## src/sv/avcc2ab_pkg.sv

```systemverilog
// ----------------------------------------------------------------------------
// avcc2ab_pkg
// shared types and constants for the decoder configuration record to
// annex-b parameter set converter
// ----------------------------------------------------------------------------
package avcc2ab_pkg;

  localparam int unsigned MaxResults = 5;
  localparam int unsigned HdrSkip    = 5;
  localparam logic [7:0]  SpsCntMask = 8'h1f;
  localparam logic [7:0]  StartCode [4] = '{8'h00, 8'h00, 8'h00, 8'h01};

  typedef struct packed {
    logic [7:0] out_byte;
    logic       byte_valid;
    logic       unit_is_pps;
    logic       unit_end;
    logic       unit_drop;
    logic       record_done;
    logic       run_last;
  } item_t;

  typedef struct packed {
    logic [2:0]                  count;
    item_t [MaxResults-1:0]      items;
  } burst_t;

endpackage

```

## src/sv/avcc2ab_parse.sv

```systemverilog
// ----------------------------------------------------------------------------
// avcc2ab_parse
// record parser state and the burst of result beats caused by one input beat
// ----------------------------------------------------------------------------
module avcc2ab_parse (
  input  logic                 clk,
  input  logic                 rst,
  input  logic                 in_fire,
  input  logic [7:0]           data_byte,
  input  logic                 record_last,
  output avcc2ab_pkg::burst_t  burst
);
  import avcc2ab_pkg::*;

  localparam logic [2:0] PH_HDR    = 3'd0;
  localparam logic [2:0] PH_SPSCNT = 3'd1;
  localparam logic [2:0] PH_LENHI  = 3'd2;
  localparam logic [2:0] PH_LENLO  = 3'd3;
  localparam logic [2:0] PH_BODY   = 3'd4;
  localparam logic [2:0] PH_PPSCNT = 3'd5;
  localparam logic [2:0] PH_DONE   = 3'd6;

  logic [2:0]  phase, phase_next;
  logic [2:0]  skip_count, skip_count_next;
  logic [7:0]  units_left, units_left_next;
  logic [7:0]  length_high, length_high_next;
  logic [15:0] body_left, body_left_next;
  logic        in_pps_list, in_pps_list_next;
  logic        finished, finished_next;

  logic        sc_emit, sc_end, body_emit, unit_done, fin, status_add;
  logic [15:0] body_len, body_dec;
  logic [2:0]  n_main, n_all;
  item_t       status_item;

  always_comb begin
    phase_next       = phase;
    skip_count_next  = skip_count;
    units_left_next  = units_left;
    length_high_next = length_high;
    body_left_next   = body_left;
    in_pps_list_next = in_pps_list;
    finished_next    = finished;
    sc_emit   = 1'b0;
    sc_end    = 1'b0;
    body_emit = 1'b0;
    unit_done = 1'b0;
    fin       = 1'b0;
    body_len  = {length_high, data_byte};
    body_dec  = body_left - 16'd1;

    if (!finished) begin
      unique case (phase)
        PH_HDR: begin
          skip_count_next = skip_count + 3'd1;
          if (skip_count_next >= 3'(HdrSkip)) phase_next = PH_SPSCNT;
        end
        PH_SPSCNT: begin
          units_left_next  = data_byte & SpsCntMask;
          in_pps_list_next = 1'b0;
          phase_next = (units_left_next == 8'd0) ? PH_PPSCNT : PH_LENHI;
        end
        PH_PPSCNT: begin
          units_left_next  = data_byte;
          in_pps_list_next = 1'b1;
          if (data_byte == 8'd0) fin = 1'b1;
          else phase_next = PH_LENHI;
        end
        PH_LENHI: begin
          length_high_next = data_byte;
          phase_next       = PH_LENLO;
        end
        PH_LENLO: begin
          body_left_next = body_len;
          sc_emit        = 1'b1;
          sc_end         = (body_len == 16'd0);
          if (body_len == 16'd0) unit_done = 1'b1;
          else phase_next = PH_BODY;
        end
        PH_BODY: begin
          body_left_next = body_dec;
          body_emit      = 1'b1;
          if (body_dec == 16'd0) unit_done = 1'b1;
        end
        default: begin
          finished_next = 1'b1;
          phase_next    = PH_DONE;
        end
      endcase
    end

    if (unit_done) begin
      units_left_next = units_left - 8'd1;
      if (units_left_next != 8'd0) phase_next = PH_LENHI;
      else if (in_pps_list) fin = 1'b1;
      else phase_next = PH_PPSCNT;
    end

    if (fin) begin
      finished_next = 1'b1;
      phase_next    = PH_DONE;
    end
  end

  always_comb begin
    status_add = record_last && !finished && !finished_next;
    n_main = sc_emit ? 3'd4 : ((body_emit || fin) ? 3'd1 : 3'd0);
    n_all  = n_main + {2'b00, status_add};

    status_item             = '0;
    status_item.unit_is_pps = in_pps_list_next;
    status_item.unit_drop   = (phase_next == PH_BODY);
    status_item.record_done = 1'b1;

    burst.count = n_all;
    burst.items = '0;
    for (int i = 0; i < MaxResults; i++) begin
      burst.items[i].unit_is_pps = in_pps_list_next;
    end
    if (sc_emit) begin
      for (int i = 0; i < 4; i++) begin
        burst.items[i].out_byte   = StartCode[i];
        burst.items[i].byte_valid = 1'b1;
      end
      burst.items[3].unit_end = sc_end;
    end else if (body_emit) begin
      burst.items[0].out_byte   = data_byte;
      burst.items[0].byte_valid = 1'b1;
      burst.items[0].unit_end   = (body_dec == 16'd0);
    end
    for (int i = 0; i < MaxResults; i++) begin
      if (fin && 3'(i) == n_main - 3'd1) burst.items[i].record_done = 1'b1;
      if (status_add && 3'(i) == n_main) burst.items[i] = status_item;
    end
    for (int i = 0; i < MaxResults; i++) begin
      if (n_all != 3'd0 && 3'(i) == n_all - 3'd1) burst.items[i].run_last = 1'b1;
    end
  end

  always_ff @(posedge clk) begin
    if (rst || (in_fire && record_last)) begin
      phase       <= PH_HDR;
      skip_count  <= '0;
      units_left  <= '0;
      length_high <= '0;
      body_left   <= '0;
      in_pps_list <= 1'b0;
      finished    <= 1'b0;
    end else if (in_fire) begin
      phase       <= phase_next;
      skip_count  <= skip_count_next;
      units_left  <= units_left_next;
      length_high <= length_high_next;
      body_left   <= body_left_next;
      in_pps_list <= in_pps_list_next;
      finished    <= finished_next;
    end
  end

endmodule

```

## src/sv/avcc2ab_outq.sv

```systemverilog
// ----------------------------------------------------------------------------
// avcc2ab_outq
// result register for one burst, handed out one beat per cycle while out_ready
// ----------------------------------------------------------------------------
module avcc2ab_outq (
  input  logic                 clk,
  input  logic                 rst,
  input  logic                 in_fire,
  input  avcc2ab_pkg::burst_t  burst,
  output logic                 can_load,
  output logic                 out_valid,
  input  logic                 out_ready,
  output avcc2ab_pkg::item_t   head
);
  import avcc2ab_pkg::*;

  item_t [MaxResults-1:0] slots;
  logic [2:0]             idx;
  logic                   busy;
  logic                   take, last_take;

  assign head      = slots[idx];
  assign out_valid = busy;
  assign take      = busy && out_ready;
  assign last_take = take && head.run_last;
  assign can_load  = !busy || last_take;

  always_ff @(posedge clk) begin
    if (rst) begin
      busy <= 1'b0;
      idx  <= '0;
    end else if (in_fire && burst.count != 3'd0) begin
      busy <= 1'b1;
      idx  <= '0;
    end else if (last_take) begin
      busy <= 1'b0;
      idx  <= '0;
    end else if (take) begin
      idx <= idx + 3'd1;
    end
  end

  always_ff @(posedge clk) begin
    if (in_fire && burst.count != 3'd0) begin
      slots <= burst.items;
    end
  end

endmodule

```

## src/sv/avcc_to_annexb_param_sets_core.sv

```systemverilog
// ----------------------------------------------------------------------------
// avcc_to_annexb_param_sets_core
// decoder configuration record in, annex-b parameter sets out
// first result beat: shown in the cycle after the input beat is taken
// throughput: one input beat per cycle with out_ready high while each gives
// at most one result; a unit opener gives four or five, holding input that long
// reset: parser back to header skip, result register emptied
// ----------------------------------------------------------------------------
module avcc_to_annexb_param_sets_core (
  input  logic       clk,
  input  logic       rst,
  input  logic       in_valid,
  output logic       in_ready,
  input  logic [7:0] data_byte,
  input  logic       record_last,
  output logic       out_valid,
  input  logic       out_ready,
  output logic [7:0] out_byte,
  output logic       byte_valid,
  output logic       unit_is_pps,
  output logic       unit_end,
  output logic       unit_drop,
  output logic       record_done,
  output logic       run_last
);
  import avcc2ab_pkg::*;

  burst_t burst;
  item_t  head;
  logic   in_fire;

  assign in_fire = in_valid && in_ready;

  avcc2ab_parse u_parse (
    .clk         (clk),
    .rst         (rst),
    .in_fire     (in_fire),
    .data_byte   (data_byte),
    .record_last (record_last),
    .burst       (burst)
  );

  avcc2ab_outq u_outq (
    .clk       (clk),
    .rst       (rst),
    .in_fire   (in_fire),
    .burst     (burst),
    .can_load  (in_ready),
    .out_valid (out_valid),
    .out_ready (out_ready),
    .head      (head)
  );

  assign out_byte    = head.out_byte;
  assign byte_valid  = head.byte_valid;
  assign unit_is_pps = head.unit_is_pps;
  assign unit_end    = head.unit_end;
  assign unit_drop   = head.unit_drop;
  assign record_done = head.record_done;
  assign run_last    = head.run_last;

  a_burst_shows: assert property (@(posedge clk) disable iff (rst)
    in_fire && burst.count != 3'd0 |=> out_valid)
    else $error("burst not presented");

  a_drop_is_status: assert property (@(posedge clk) disable iff (rst)
    out_valid && unit_drop |-> !byte_valid && record_done)
    else $error("drop beat malformed");

  a_done_ends_run: assert property (@(posedge clk) disable iff (rst)
    out_valid && record_done |-> run_last)
    else $error("record done not on last beat");

  a_reset_empty: assert property (@(posedge clk)
    rst |=> !out_valid)
    else $error("output busy after reset");

endmodule
```

## config.mk

```make
export PLATFORM = sky130hd
export DESIGN_NAME = avcc_to_annexb_param_sets_core
export DESIGN_NICKNAME = d
export VERILOG_FILES = /design/src/sv/avcc2ab_pkg.sv /design/src/sv/avcc2ab_parse.sv /design/src/sv/avcc2ab_outq.sv /design/src/sv/avcc_to_annexb_param_sets_core.sv
export SDC_FILE = /design/constraint.sdc
export NUM_CORES = 1
export LEC_CHECK = 0
export BUFFER_PORTS_ARGS = -buffer_cell sky130_fd_sc_hd__buf_2
export CAP_MARGIN = 5
export CELL_PAD_IN_SITES_DETAIL_PLACEMENT = 0
export CELL_PAD_IN_SITES_GLOBAL_PLACEMENT = 1
export CORE_MARGIN = 3
export CORE_UTILIZATION = 50
export CTS_CLUSTER_SIZE = 40
export DETAILED_ROUTE_END_ITERATION = 8
export PLACE_DENSITY_LB_ADDON = 0.1
export SLEW_MARGIN = 40
export SYNTH_ARGS = -nofsm -noshare
export SYNTH_HDL_FRONTEND = slang
export SYNTH_HIERARCHICAL = 1
export SYNTH_SLANG_ARGS = --single-unit
```

## constraint.sdc

```tcl
create_clock -name clk -period 5.55 [get_ports clk]
set_input_delay 0.2775 -clock clk [delete_from_list [all_inputs] [get_ports clk]]
set_output_delay 0.2775 -clock clk [all_outputs]
set_load 0.03 [all_outputs]
```

# [After elaboration in Yosys (flattened, before gate mapping)]
# Index checks and enable logic that the tools add are counted.
[totals] regBits=114 output_inout_bits=16 elab_cells=173
[op_classes] n_addsub=7 magnitude_cmp=2 eq_ne=19 muxes=48 bitwise=4 n_reduce_logical=49
[op_table] op="$bmux 14 s3" count=1
[op_table] op="$logic_not 16->1" count=2
[op_table] op="$pmux 16 s2" count=1
[op_table] op="$mux 3" count=10
[op_table] op="$mux 1" count=26
[op_table] op="$logic_and 1x1->1" count=22
[op_table] op="$eq 2x3->1 const A" count=6
[op_table] op="$mux 9" count=2
[op_table] op="$pmux 3 s6" count=1
[op_table] op="$logic_not 8->1" count=2
[op_table] op="$mux 8" count=2
[op_table] op="$pmux 8 s2" count=1
[op_table] op="$sub 16x1->16 const B" count=1
[op_table] op="$mux 14" count=1
[op_table] op="$logic_not 3->1" count=4
[op_table] op="$reduce_and 3->1" count=4
[op_table] op="$eq 1x3->1 const A" count=3
[op_table] op="$eq 3x3->1 const A" count=3
[op_table] op="$eq 3x3->1 const B" count=3
[op_table] op="$reduce_bool 8->1" count=1
[op_table] op="$sub 8x1->8 const B" count=1
[op_table] op="$add 3x1->3 const B" count=2
[op_table] op="$eq 3x2->1 const B" count=2
[op_table] op="$reduce_bool 3->1" count=2
[op_table] op="other kinds (15)" count=26

# [Logic depth before layout (Yosys ltp)]
[logic_depth] word_depth=14 ltp_mapped=16 mapped_depth_nobuf=14

# [Cells and area by module]
# The synthesis kept the hierarchy.
[modules_own_cells] module="avcc2ab_parse" n_inst=1 cells_each=464 area_each_um2=3339.5 seq_area_each_um2=800.8
[modules_own_cells] module="avcc2ab_outq" n_inst=1 cells_each=159 area_each_um2=2889.0 seq_area_each_um2=2182.1
[modules_own_cells] module="avcc_to_annexb_param_sets_core" n_inst=1 cells_each=1 area_each_um2=6.3 seq_area_each_um2=0.0

# [Worst setup path before layout]
# No wires, ideal clock.
[synth_path] path_type="register to register" start="register u_parse.body_left[0]" end="register u_outq.idx[0]" setup_ns=0.121 arrival_time_ns=4.977 path_slack_ns=0.451 stages_incl_launch_ff=17 synth_period_minus_slack_ns=5.099 path_cell_list="dfxtp_1 -> clkbuf_1 -> inv_1 -> ha_1 -> clkbuf_1 -> o21ai_0 -> or4_1 -> a21oi_1 -> a31oi_1 -> o41ai_4 -> nand3_1 -> nand3_1 -> ha_1 -> o31a_1 -> or2_4 -> or3_1 -> o22ai_2"
[synth_rtl] element="start: declaration" line_no="avcc2ab_parse.sv:27" rtl="logic [15:0] body_left, body_left_next;"
[synth_rtl] element="start signal: assignment" line_no="avcc2ab_parse.sv:154" rtl="body_left <= body_left_next;"
[synth_rtl] element="end signal: assignment" line_no="avcc2ab_outq.sv:39" rtl="idx <= idx + 3'd1;"
[synth_rtl] element="end: declaration" line_no="avcc2ab_outq.sv:18" rtl="logic [2:0] idx;"

==> flow_metrics.tcl <==
set metrics [dict create \
    outcome "complete, no violations" \
    synth_most_common_cell "edfxtp_1" \
    crit_buf_inv 3 \
    cp_slowest_cell "dfxtp_1" \
    peakVddDrop_uv 210.4 \
    port_buffers 28 \
    io_pins 29 \
    htreeDepth 4 \
    worst-path-max-fanout 53 \
    synthTopCellsByArea "edfxtp_1, dfxtp_1, buf_4" \
    grt_use_total_pct 19.76 \
    setup_viol 0 \
    avgSynthCellArea_sq_um 9.992 \
    post_cts_resized 0 \
    path_class "reg2reg" \
    pwr-share-seq_pct 43.3 \
    power_leakage_nw 2.504 \
    clock_latency_ns 0.42 \
    row_count 40 \
    cts_tree "built" \
    dieArea_sq_um 13850 \
    p_switching_mw 0.5776 \
    wire_per_inst_microns 16.07 \
    post-route-util_pct 56.41 \
    min_period_over_period_pct 84.58 \
    antenna_found_initial 0 \
    cts_root_buffer "clkbuf_16" \
    synthArstFlopShare_pct 0 \
    gp_congestion 0.9155 \
    postCtsSetupBuffers 0 \
    core_area_sq_um 12110 \
    first_pass_iters 5 \
    worstReg2RegStart "u_parse/phase[2]" \
    ys_seq_area_share_pct 47.84 \
    yosysTopAreaCellShare_pct 33.71 \
    synth_common_cells "edfxtp_1, buf_4, nor2_1" \
    holdCritStartpoint "rst" \
    power_frac_comb_pct 11.4 \
    final.min_clock_period_ns 4.694 \
    hold_violations 0 \
    ant_nets 0 \
    min_path_cells 2 \
    ys_warn_count 6 \
    numCtsBuffers 17 \
    synth-seq-cells 114 \
    crit_path_frequent_cell "buf_4" \
    switching_share_pct 25.36 \
    pwr-share-clk_pct 45.3 \
    grt_pass1_vias 4203 \
    via_per_inst 5.461 \
    initial_core_util_pct 51.48 \
    tightest_slew_ns 0.7214 \
    worstRegToRegCells 12 \
    crit_path_end_kind "flip-flop" \
    cts_buffer_depth 2 \
    fill_cells 1097 \
    cp_slowest_stage_delay_ns 0.65 \
    cp-start-kind "flip-flop" \
    dp_cells 782 \
    grt_max_degree 54 \
    hold-worst-slack_ns 0.1319 \
    syn2layout_area_growth_pct 9.573 \
    cts.clk_slew.worst_paths_ns 0.05 \
    postPlaceCellArea_sq_um 6262 \
    rrSetupSlack_ns 0.86 \
    syn_area_sq_um 6235 \
    whs_endpoint "u_outq/out_valid" \
    cp_num_cells 12 \
    drive_gt1_share_pct 15.48 \
    synthCells 624 \
    timing.rr.end "u_outq/slots[11]" \
    slew_headroom_pct 51.91 \
    synthFlopType "edfxtp_1" \
    routed-via-count 4445 \
    cap_violations 0 \
    grt_pass1_wl_mm 21.74 \
    routed_wl_mm 13.08 \
    power.internal_mw 1.700 \
    die_h_microns 117.7 \
    yosys.area.top_type "edfxtp_1" \
    drc 0 \
    crit_chain "or3b_1 > buf_4 > nor2_1 > nand4_1 > nand2b_1 > o41ai_4 > buf_4 > nand3_1 > nand3_1 > ha_1 > o31a_2 > buf_4" \
    layout.nets 655 \
    max_freq_mhz 213.0 \
    tns_ns 0 \
    ys_types 72 \
    dr.first_iter.drc_count 340 \
    synth_edf_count 70 \
    critPathTopFamily "simple AND/OR/NAND/NOR gates" \
    grt_overflow_total 0 \
    clock-skew-final_ns 0.01410 \
    hpwl_mm 9.059 \
    maxSlewViolCount 0 \
    die_w_microns 117.7 \
    critPathArrivalTime_ns 4.74 \
    cts.sinks 114 \
    n_antenna_cell 0 \
    cp.required_ns 5.59 \
    powerDensity_nw_per_um2 333.4 \
    layout.cells.non_filler 814 \
    hold_class "in2reg" \
    stdcell_area_sq_um 6832 \
    rsz0062_at_grt "false" \
    cts_hold_buf 0 \
]
[logic make-up (layout without fill, tap and decap cells)]
| family | Yosys count | count (layout) | share of synthesized area, % |
|---|---|---|---|
| simple gates | 211 | 211 | 17.54 |
| compound gates | 135 | 135 | 13.59 |
| buf+inv | 117 | 101 | 10.70 |
| flops | 114 | 114 | 47.84 |
| mux | 28 | 28 | 7.204 |
| fa+ha+maj | 9 | 9 | 1.806 |
| xor+xnor | 9 | 9 | 1.264 |
| other cells | 1 | 39 | 0.06015 |
[per-layer routing]
layer	part of all wire (%)	up-vias	track usage [%]
met2	47	103	30.90
met5	0	-	0
met3	4.2	16	4.613
met4	1.3	0	8.278
li1	-	2197	-
met1	47	2129	26.54
[how the worst max path moves through the flow]
stage,from,to,slack [ns]
floorplan,u_parse/body_left[0],u_outq/idx[0],0.45
global placement,u_parse/phase[2],u_outq/slots[25],1.06
detailed placement,u_parse/phase[2],u_outq/slots[53],0.87
CTS,u_parse/phase[2],u_outq/slots[12],0.86
global route,u_parse/phase[2],u_outq/slots[12],0.50
finish,u_parse/phase[2],u_outq/slots[11],0.86
[cells in the final DEF, fill, tap and decap left out, types with 4 or more instances in the layout]
cell type / synthesis / final
a211oi_1: 6 / 6
a21oi_1: 31 / 31
a22oi_1: 4 / 4
a31oi_1: 11 / 11
and2_1: 10 / 10
and3_1: 5 / 5
buf_2: 5 / 28
buf_4: 50 / 11
clkbuf_16: 0 / 17
clkinv_1: 2 / 6
clkinvlp_4: 0 / 5
conb_1: 1 / 39
dfxtp_1: 44 / 44
edfxtp_1: 70 / 70
ha_1: 9 / 9
inv_1: 28 / 28
mux2_2: 4 / 4
mux2i_1: 10 / 10
mux4_2: 13 / 13
nand2_1: 47 / 47
nand2b_1: 7 / 7
nand3_1: 19 / 19
nand4_1: 7 / 7
nor2_1: 50 / 50
nor3_1: 19 / 19
nor3b_1: 6 / 5
nor4_1: 6 / 6
o211ai_1: 6 / 6
o21ai_0: 30 / 30
o21ai_1: 18 / 18
or3_1: 8 / 8
or4_1: 4 / 4
xnor2_1: 5 / 5
xor2_1: 4 / 4
[flip-flops by register name, indices dropped and copies added (netlist names)]
name,count
u_outq/slots,70
u_parse/body_left,16
u_parse/length_high,8
u_parse/units_left,8
u_outq/idx,3
u_parse/phase,3
u_parse/skip_count,3
u_outq/out_valid,1
u_parse/finished,1
u_parse/in_pps_list,1
[cell type report]
| type | instances | area (sq um) | area share, % |
|---|---|---|---|
| Clock buffer | 17 | 425.4 | 6.227 |
| Clock inverter | 15 | 143.9 | 2.106 |
| Inverter | 30 | 112.6 | 1.648 |
| Multi-Input combinational cell | 431 | 2734 | 40.02 |
| Sequential cell | 114 | 2983 | 43.66 |
| Tap cell | 168 | 210.2 | 3.077 |
| Timing Repair Buffer | 39 | 222.7 | 3.260 |
[stage by stage]
step / total power [mW] / worst slack, ns
5_1_grt: 2.382 / 0.5021
3_5_place_dp: 1.262 / 0.8675
4_1_cts: 2.305 / 0.8582
2_1_floorplan: 1.213 / 0.4513
3_3_place_gp: 1.257 / 1.057
6_report: 2.277 / 0.8558
[power by group through the flow]
stage	Sequential [mW]	Combinational, mW	Clock, mW
final	0.986	0.260	1.03
after global routing	0.991	0.289	1.10
after CTS	0.985	0.261	1.06
after detailed placement	1.00	0.260	0
after global placement	0.999	0.258	0
after floorplan	0.992	0.222	0
Note: power is estimated with default switching activity, not from simulation.
